`src/sv/vpcc_pkg.sv`:
```
package vpcc_pkg;

	localparam int VALUE_BITS     = 16;
	localparam int BLACK_BITS     = 16;
	localparam int CFG_INDEX_BITS = 3;

	localparam int Q20_FRAC   = 20;
	localparam int OUT_FRAC   = 40;
	localparam int RY_BITS    = 36;
	localparam int RC_BITS    = 41;
	localparam int KW         = 23;
	localparam int PP_BITS    = 44;
	localparam int ACC_BITS   = 64;

	localparam int LIM_Y_ZERO = 4096;
	localparam int LIM_C_ZERO = 32768;
	localparam int LIM_MIN    = 256;
	localparam int LIM_MAX    = 65216;
	localparam int FULL_MAX   = 65535;
	localparam int CHROMA_SAT = 524288;

	localparam logic signed [KW-1:0] K_R_V = 23'sd1195254;
	localparam logic signed [KW-1:0] K_G_U = -23'sd413812;
	localparam logic signed [KW-1:0] K_G_V = -23'sd608826;
	localparam logic signed [KW-1:0] K_B_U = 23'sd2130771;

	typedef enum logic [1:0] {
		FMT_RGB48  = 2'd0,
		FMT_YUV444 = 2'd1,
		FMT_GRAY   = 2'd2
	} pix_fmt_t;

	typedef enum logic [CFG_INDEX_BITS-1:0] {
		REG_PIXEL_FORMAT = 3'd0,
		REG_BLACK_LEVEL  = 3'd1,
		REG_LUMA_GAIN    = 3'd2,
		REG_U_GAIN       = 3'd3,
		REG_V_GAIN       = 3'd4
	} cfg_reg_t;

	typedef struct packed {
		logic                      pad;
		logic [VALUE_BITS-1:0]     lim_y;
		logic [VALUE_BITS-1:0]     lim_cb;
		logic [VALUE_BITS-1:0]     lim_cr;
		logic [RY_BITS-1:0]        ry;
		logic signed [RC_BITS-1:0] ru;
		logic signed [RC_BITS-1:0] rv;
	} front_t;

endpackage

```
`src/sv/vpcc_front.sv`:
```
module vpcc_front #(
	parameter int SAMPLE_BITS    = 18,
	parameter int GAIN_FRAC_BITS = 20
) (
	input  logic                                clk,
	input  logic                                arst_n,
	input  logic                                in_valid,
	output logic                                in_stall,
	input  logic                                pad_pixel,
	input  logic signed [SAMPLE_BITS-1:0]       y_sample,
	input  logic signed [SAMPLE_BITS-1:0]       u_sample,
	input  logic signed [SAMPLE_BITS-1:0]       v_sample,
	input  logic [vpcc_pkg::BLACK_BITS-1:0]     black_level,
	input  logic [GAIN_FRAC_BITS+3:0]           luma_gain,
	input  logic [GAIN_FRAC_BITS+3:0]           u_gain,
	input  logic [GAIN_FRAC_BITS+3:0]           v_gain,
	output logic                                out_valid,
	input  logic                                out_stall,
	output vpcc_pkg::front_t                    out_data
);
	import vpcc_pkg::*;

	localparam int GAIN_BITS = GAIN_FRAC_BITS + 4;
	localparam int DW        = SAMPLE_BITS + 2;
	localparam int PW        = DW + GAIN_BITS + 1;
	localparam int SHL       = (GAIN_FRAC_BITS < Q20_FRAC) ? Q20_FRAC - GAIN_FRAC_BITS : 0;
	localparam int SHR       = (GAIN_FRAC_BITS > Q20_FRAC) ? GAIN_FRAC_BITS - Q20_FRAC : 0;
	localparam int QW        = PW + SHL;

	localparam logic signed [PW-1:0] RY_HI   = PW'(FULL_MAX) << GAIN_FRAC_BITS;
	localparam logic signed [PW-1:0] CSAT    = PW'(CHROMA_SAT) << GAIN_FRAC_BITS;
	localparam logic signed [PW-1:0] CSAT_N  = -CSAT;
	localparam logic signed [PW:0]   Y_OFF   = (PW+1)'(LIM_Y_ZERO) << GAIN_FRAC_BITS;
	localparam logic signed [PW:0]   C_OFF   = (PW+1)'(LIM_C_ZERO) << GAIN_FRAC_BITS;
	localparam logic signed [PW:0]   LIM_LO  = (PW+1)'(LIM_MIN) << GAIN_FRAC_BITS;
	localparam logic signed [PW:0]   LIM_HI  = (PW+1)'(LIM_MAX) << GAIN_FRAC_BITS;

	function automatic logic [VALUE_BITS-1:0] limited(input logic signed [PW-1:0] s,
			input logic signed [PW:0] off);
		logic signed [PW:0] t;
		t = (PW+1)'(s) + off;
		if (t < LIM_LO)
			limited = VALUE_BITS'(LIM_MIN);
		else if (t > LIM_HI)
			limited = VALUE_BITS'(LIM_MAX);
		else
			limited = t[GAIN_FRAC_BITS+VALUE_BITS-1:GAIN_FRAC_BITS];
	endfunction

	function automatic logic signed [RC_BITS-1:0] to_q20(input logic signed [PW-1:0] x);
		logic signed [QW-1:0] w;
		w = QW'(x);
		w = w <<< SHL;
		w = w >>> SHR;
		to_q20 = w[RC_BITS-1:0];
	endfunction

	logic v_s1, v_s2, v_s3;
	logic en1, en2, en3;

	logic                   pad_s1, pad_s2;
	logic signed [DW-1:0]   ydiff_s1;
	logic signed [SAMPLE_BITS-1:0] u_s1, v_s1_smp;
	logic signed [PW-1:0]   ys_s2, us_s2, vs_s2;
	front_t                 data_s3;

	logic signed [PW-1:0]   ry_c, ru_c, rv_c;
	logic signed [RC_BITS-1:0] ry_q20;

	assign en3       = !v_s3 || !out_stall;
	assign en2       = !v_s2 || en3;
	assign en1       = !v_s1 || en2;
	assign in_stall  = !en1;
	assign out_valid = v_s3;
	assign out_data  = data_s3;

	always_ff @(posedge clk or negedge arst_n) begin
		if (!arst_n) begin
			v_s1 <= 1'b0;
			v_s2 <= 1'b0;
			v_s3 <= 1'b0;
		end else begin
			if (en1)
				v_s1 <= in_valid;
			if (en2)
				v_s2 <= v_s1;
			if (en3)
				v_s3 <= v_s2;
		end
	end

	always_ff @(posedge clk) begin
		if (en1) begin
			pad_s1   <= pad_pixel;
			ydiff_s1 <= DW'(y_sample) - DW'($signed({1'b0, black_level}));
			u_s1     <= u_sample;
			v_s1_smp <= v_sample;
		end
	end

	always_ff @(posedge clk) begin
		if (en2) begin
			pad_s2 <= pad_s1;
			ys_s2  <= PW'(ydiff_s1) * PW'($signed({1'b0, luma_gain}));
			us_s2  <= PW'(u_s1) * PW'($signed({1'b0, u_gain}));
			vs_s2  <= PW'(v_s1_smp) * PW'($signed({1'b0, v_gain}));
		end
	end

	always_comb begin
		if (ys_s2 < 0)
			ry_c = '0;
		else if (ys_s2 > RY_HI)
			ry_c = RY_HI;
		else
			ry_c = ys_s2;

		if (us_s2 < CSAT_N)
			ru_c = CSAT_N;
		else if (us_s2 > CSAT)
			ru_c = CSAT;
		else
			ru_c = us_s2;

		if (vs_s2 < CSAT_N)
			rv_c = CSAT_N;
		else if (vs_s2 > CSAT)
			rv_c = CSAT;
		else
			rv_c = vs_s2;

		ry_q20 = to_q20(ry_c);
	end

	always_ff @(posedge clk) begin
		if (en3) begin
			data_s3.pad    <= pad_s2;
			data_s3.lim_y  <= limited(ys_s2, Y_OFF);
			data_s3.lim_cb <= limited(us_s2, C_OFF);
			data_s3.lim_cr <= limited(vs_s2, C_OFF);
			data_s3.ry     <= ry_q20[RY_BITS-1:0];
			data_s3.ru     <= to_q20(ru_c);
			data_s3.rv     <= to_q20(rv_c);
		end
	end

endmodule

```
`config.mk`:
```
export PLATFORM = sky130hd
export DESIGN_NAME = vpcc_front
export DESIGN_NICKNAME = d
export VERILOG_FILES = /design/src/sv/vpcc_pkg.sv /design/src/sv/vpcc_front.sv
export SDC_FILE = /design/constraint.sdc
export NUM_CORES = 2
export LEC_CHECK = 0
export ABC_AREA = 1
export BUFFER_PORTS_ARGS = -buffer_cell sky130_fd_sc_hd__buf_2
export CAP_MARGIN = 30
export CORE_ASPECT_RATIO = 0.8
export CORE_UTILIZATION = 33
export CTS_BUF_LIST = sky130_fd_sc_hd__clkbuf_4
export CTS_CLUSTER_SIZE = 14
export DETAILED_ROUTE_END_ITERATION = 6
export PLACE_DENSITY = 0.6
export SYNTH_ARGS = -nofsm -noshare
export SYNTH_HDL_FRONTEND = slang
export SYNTH_SLANG_ARGS = --single-unit
```
`constraint.sdc`:
```
create_clock -name clk -period 8.8 [get_ports clk]
set_input_delay 0.88 -clock clk [delete_from_list [all_inputs] [get_ports clk]]
set_output_delay 0.88 -clock clk [all_outputs]
set_load 0.02 [all_outputs]
```
[After elaboration in Yosys (flattened, before gate mapping)]
Index checks and enable logic that the tools add are counted.
Operators by class
  shifts and indexed selects: 0
  add/subtract/negate cells: 4
  divide/modulo/power cells: 0
  order comparisons: 12
  multiplexer cells: 6
  equal/unequal tests: 0
  reduce and logical (&&, ||, !) cells: 14
  $mul: 3
  bitwise operators: 0
Operators by type and width (number)
  $gt A46 B37 Y1 const B: 3
  $lt A46 B30 Y1 const B: 3
  $add A43 B37 Y44 const B: 2
  $gt A43 B41 Y1 const B: 2
  $lt A43 B40 Y1 const B: 2
  $mul A18 B25 Y43: 2
  $mux W41: 2
  $mux W16: 3
  $add A45 B34 Y46 const B: 1
  $gt A45 B37 Y1 const B: 1
  $lt A45 B1 Y1 const B: 1
  $mul A19 B25 Y44: 1
  $mux W36: 1
  $sub A18 B17 Y19: 1
  $reduce_or A2 Y1: 6
  $logic_not A1 Y1: 5
  $logic_or A1 B1 Y1: 3
Storage, ports and cells
  bits in read-only memories: 0
  output and inout bits: 169
  latch bits: 0
  logic and storage cells: 63
  bits in writable memories: 0
  memories kept: 0
  bits in registers: 358
  bits of input ports: 147

[Depth between registers and ports, before layout]
  word-level depth: 5
  gate-level depth with buffers: 28
  depth with buffers taken out: 26

[Worst setup path before layout]
Ideal clock, no wire load.
  kind: input -> register
  start: in out_stall
  end: reg pad_s1, enable pin
  path slack: -0.769 ns
  arrival: 9.159 ns
  required time: 8.390 ns
  buffers on the path: 0
  setup time: 0.410 ns
  cell stages on the path: 5
  path through: nand2_1 > nor2_1 > inv_1 > nor2_1 > inv_1
On the way
  cells in the longest elaborated chain, start to end: 4
Ends and longest elaborated chain
  start, declared: RTL line vpcc_front.sv:18  | input logic out_stall,
  $logic_not A1 Y1: RTL line vpcc_front.sv:70  | assign en3 = !v_s3 || !out_stall;
  $logic_or A1 B1 Y1: RTL line vpcc_front.sv:70
  $logic_or A1 B1 Y1: RTL line vpcc_front.sv:71  | assign en2 = !v_s2 || en3;
  net en2: RTL line vpcc_front.sv:59  | logic en1, en2, en3;
  $logic_or A1 B1 Y1: RTL line vpcc_front.sv:72  | assign en1 = !v_s1 || en2;
  end signal, assigned: RTL line vpcc_front.sv:94  | pad_s1 <= pad_pixel;
  end, declared: RTL line vpcc_front.sv:61  | logic pad_s1, pad_s2;
The timed path passes the listed nets, and every way through them passes these cells.
A chain may end at the register's enable or synchronous reset.

[Worst setup path after layout]
  start: reg ydiff_s1[18] (netlist name)
  end: reg ys_s2[37] (data pin)
On the way
  cells in the longest elaborated chain, start to end: 1
Ends and longest elaborated chain
  $mul A19 B25 Y44: RTL line vpcc_front.sv:104  | ys_s2 <= PW'(ydiff_s1) * PW'($signed({1'b0, luma_gain}));
  end signal, assigned: RTL line vpcc_front.sv:104
  end, declared: RTL line vpcc_front.sv:64  | logic signed [PW-1:0] ys_s2, us_s2, vs_s2;
No other way between the ends.

==> metrics.md <==
| Metric | Value |
|---|---|
| Run status | finished, violations left |
| Failing checks | DRC |
| Worst-Margin Slew | ~1.1 ns |
| Max H-tree Level | 3 |
| Layout cells sized above 1 | slightly above 8% |
| Filler cells | approximately 19000 |
| Yosys warnings | 0 |
| Row count | 139 |
| CTS clk-pin slew, worst paths | ~0.060 ns |
| Setup bufs post-CTS | 0 |
| Global route overflow | 0 |
| Nets@finish | 9142 |
| Gr usage total | about 20% |
| Iter 0 DRT Violations | roughly 3200 |
| Clk_lat worst skew | 1.06 ns |
| Hold_buf cts | 41 |
| Final clock skew | between 0.08 and 0.09 ns |
| Synth top area cells | fa_1 (36%), edfxtp_1 (18%), inv_1 (13%) |
| Avg Vias per Cell | 4.67 |
| Min Tclk post-route | slightly below 7 ns |
| Avg Cell Area, Syn | ~8.3 µm² |
| CP Class | reg -> reg |
| Area Growth Syn to Fin | 10.3% |
| TritonCTS clock tree | yes |
| Synth unique cells | 45 |
| Crit. End Element | register |
| Period utilization | around 77% |
| Worst-path maximum fanout | 24 |
| Hold Worst Slack | roughly 0.26 ns |
| DIE AREA | between 0.15 and 0.2 mm² |
| Max-cap violations | 0 |
| Top-area cell type share of the netlist area | roughly 36% |
| Final ANT Viol Nets | 0 |
| Clock tree buffer depth | 3 |
| Cells after Synth | slightly above 7000 |
| Worst Path Required | ~9.6 ns |
| Fin. Hold Viols | 0 |
| Global-route wire length before repair | between 200000 and 300000 µm |
| Top cell by count, worst path | fa_1 |
| CP arrival | 7.58 ns |
| Largest stage delay on the critical path | between 0.7 and 0.8 ns |
| CP Launch Type | register |
| Per-cell routed wire length | ~18 µm |
| Die Span Y | between 300 and 400 µm |
| Die width | about 480 µm |
| DRT Wirelength | approximately 180000 µm |
| CTS sink count | ~360 |
| Largest net degree at the start of global routing | between 90 and 100 |
| Maximum clock frequency | approximately 0.15 GHz |
| Most common cell after layout, fill and taps aside | inv_1 |
| Final setup fails | 0 |
| R2R cell count | 20 |
| Relative slew slack | around 28% |
| #FFs+latches synth | 357 |
| TritonCTS Buffers | roughly 110 |
| Cell Chain, Critical Path | inv_1, or2_2, fa_1, fa_1, inv_1, fa_1, fa_1, fa_1, fa_1, fa_1, ha_1, nand2_1, nor2_1, inv_1, nor3_1, nand2_1, nand2_1, nand3_1, nand3_1, nand2_1 |
| Yosys top cell by area | fa_1 |
| Hold Crit Class | in -> reg |
| Placer congestion estimate | 0.926 |
| I/O Buffers | ~320 |
| DRC violations left | 14 |
| Sequential cell area fraction in the yosys report | approximately 18% |
| Mapped Area | roughly 0.06 mm² |
| Worst Hold Depth | 3 |
| Vias in the first global route | roughly 50000 |
| Core area | roughly 0.18 mm² |
| CTS resizes | 0 |
| Slowest cell on crit path | inv_1 |
| RSZ-0062 raised after global routing | no |
| # IOs | 316 |
| Initial Util | between 30 and 40% |
| Fin. max-slew vios | 0 |
| Most frequent cells in the layout | inv_1 (2009), nand2_1 (1812), fa_1 (1078), ha_1 (482), nor2_1 (410) |
| Initial antenna violation count | 5 |
| Post-route setup TNS | 0 ns |
| CTS Root Cell | clkbuf_4 |
| Via count | 46348 |
| Detailed placer's ending HPWL | about 150000 µm |
| Syn Nets | slightly below 9000 |
| Drt first pass iters | 7 |
==> path summary, 6_finish.rpt <==
kind	startpoint	end	slack, ns
max	ydiff_s1[18]	ys_s2[37]	2.03
min	y_sample[17]	ydiff_s1[18]	0.26
max reg2reg	ydiff_s1[18]	ys_s2[37]	2.03
min reg2reg	pad_s1	pad_s2	0.42
max in group asynchronous	arst_n	v_s1	7.96
min in group asynchronous	arst_n	out_valid	0.69
==> critical path, delay by kind of cell, from the launching register on <==
| kind | cells | cell delay (ns) |
|---|---|---|
| fa+ha+maj | 8 | 3.66 |
| flops | 1 | 0.54 |
| buf+inv | 3 | 0.89 |
| simple gates | 9 | 1.43 |
==> cells in the mapped netlist <==
cell type	number
inv_1	2011
nand2_1	1814
fa_1	1078
ha_1	482
nor2_1	410
edfxtp_1	354
clkbuf_1	246
a21oi_1	188
nand3_1	137
o21ai_0	86
xor2_1	69
nand4_1	60
or2_2	42
nor3_1	33
xnor2_1	29
o21bai_1	22
buf_1	15
a21oi_2	10
a21o_1	9
nand3b_1	8
buf_6	7
a31oi_1	6
o211ai_1	6
a21boi_0	5
inv_2	5
nand2_2	5
nor4_1	5
o21a_1	5
o21ai_1	5
and2_1	4
o21ai_2	4
buf_2	3
dfrtp_1	3
nand3_2	3
nor2_2	3
nand2_4	2
nor4_2	2
and3_1	1
buf_4	1
clkinv_1	1
nand2b_1	1
nor3_2	1
nor3b_1	1
o22ai_1	1
o41ai_1	1
==> per-layer routing <==
metal,vias up,global-route usage (%),wire length (µm),part of all wire [%]
met2,1398,34.4,86700,48
met4,2,7.20,6550,3.7
met3,268,2.97,10400,5.8
li1,21466,-,-,-
met1,23214,25.9,75800,42
met5,-,0,11,0.0061
==> per-stage QoR <==
stage,cell area [µm²],cells,setup WS (ns),util [%]
6_report,66000,9921,2.03,36.7
5_1_grt,66000,9921,1.69,36.7
4_1_cts,65800,9908,2.03,36.6
3_5_place_dp,64100,9677,1.94,35.6
3_3_place_gp,63600,9656,1.91,35.4
2_1_floorplan,59900,7184,0.804,-
==> cell type report <==
cell class / count / area (µm²) / share of cell area (%)
Multi-Input combinational cell: 4538 / 40500 / 61.4
Sequential cell: 357 / 10700 / 16.2
Inverter: 2017 / 7580 / 11.5
Tap cell: 2397 / 3000 / 4.54
Timing Repair Buffer: 415 / 2860 / 4.33
Clock buffer: 151 / 1130 / 1.72
Clock inverter: 39 / 195 / 0.296
Antenna cell: 7 / 17.5 / 0.0265
==> cells by family after synthesis <==
family / after synthesis / share of synthesized area, %
AOI/OAI and AO/OA: 348 / 3.21
xor gates and xnor gates: 98 / 1.43
adders and majority gates: 1560 / 46.1
buffers and inverters: 2289 / 14.5
DFF: 357 / 17.9
and+or+nand+nor: 2532 / 16.9
==> state kept, by name, indices dropped and copies added, names as in the netlist <==
name,count
v_s1_smp,18
pad_s2,1
v_s1,1
pad_s1,1
ydiff_s1,19
ys_s2,44
out_data,167
u_s1,18
vs_s2,43
out_valid,1
v_s2,1
us_s2,43
Power is left out: the tool's default activity adds up to more than one toggle a clock period on the data nets, which glitch-free logic cannot reach.
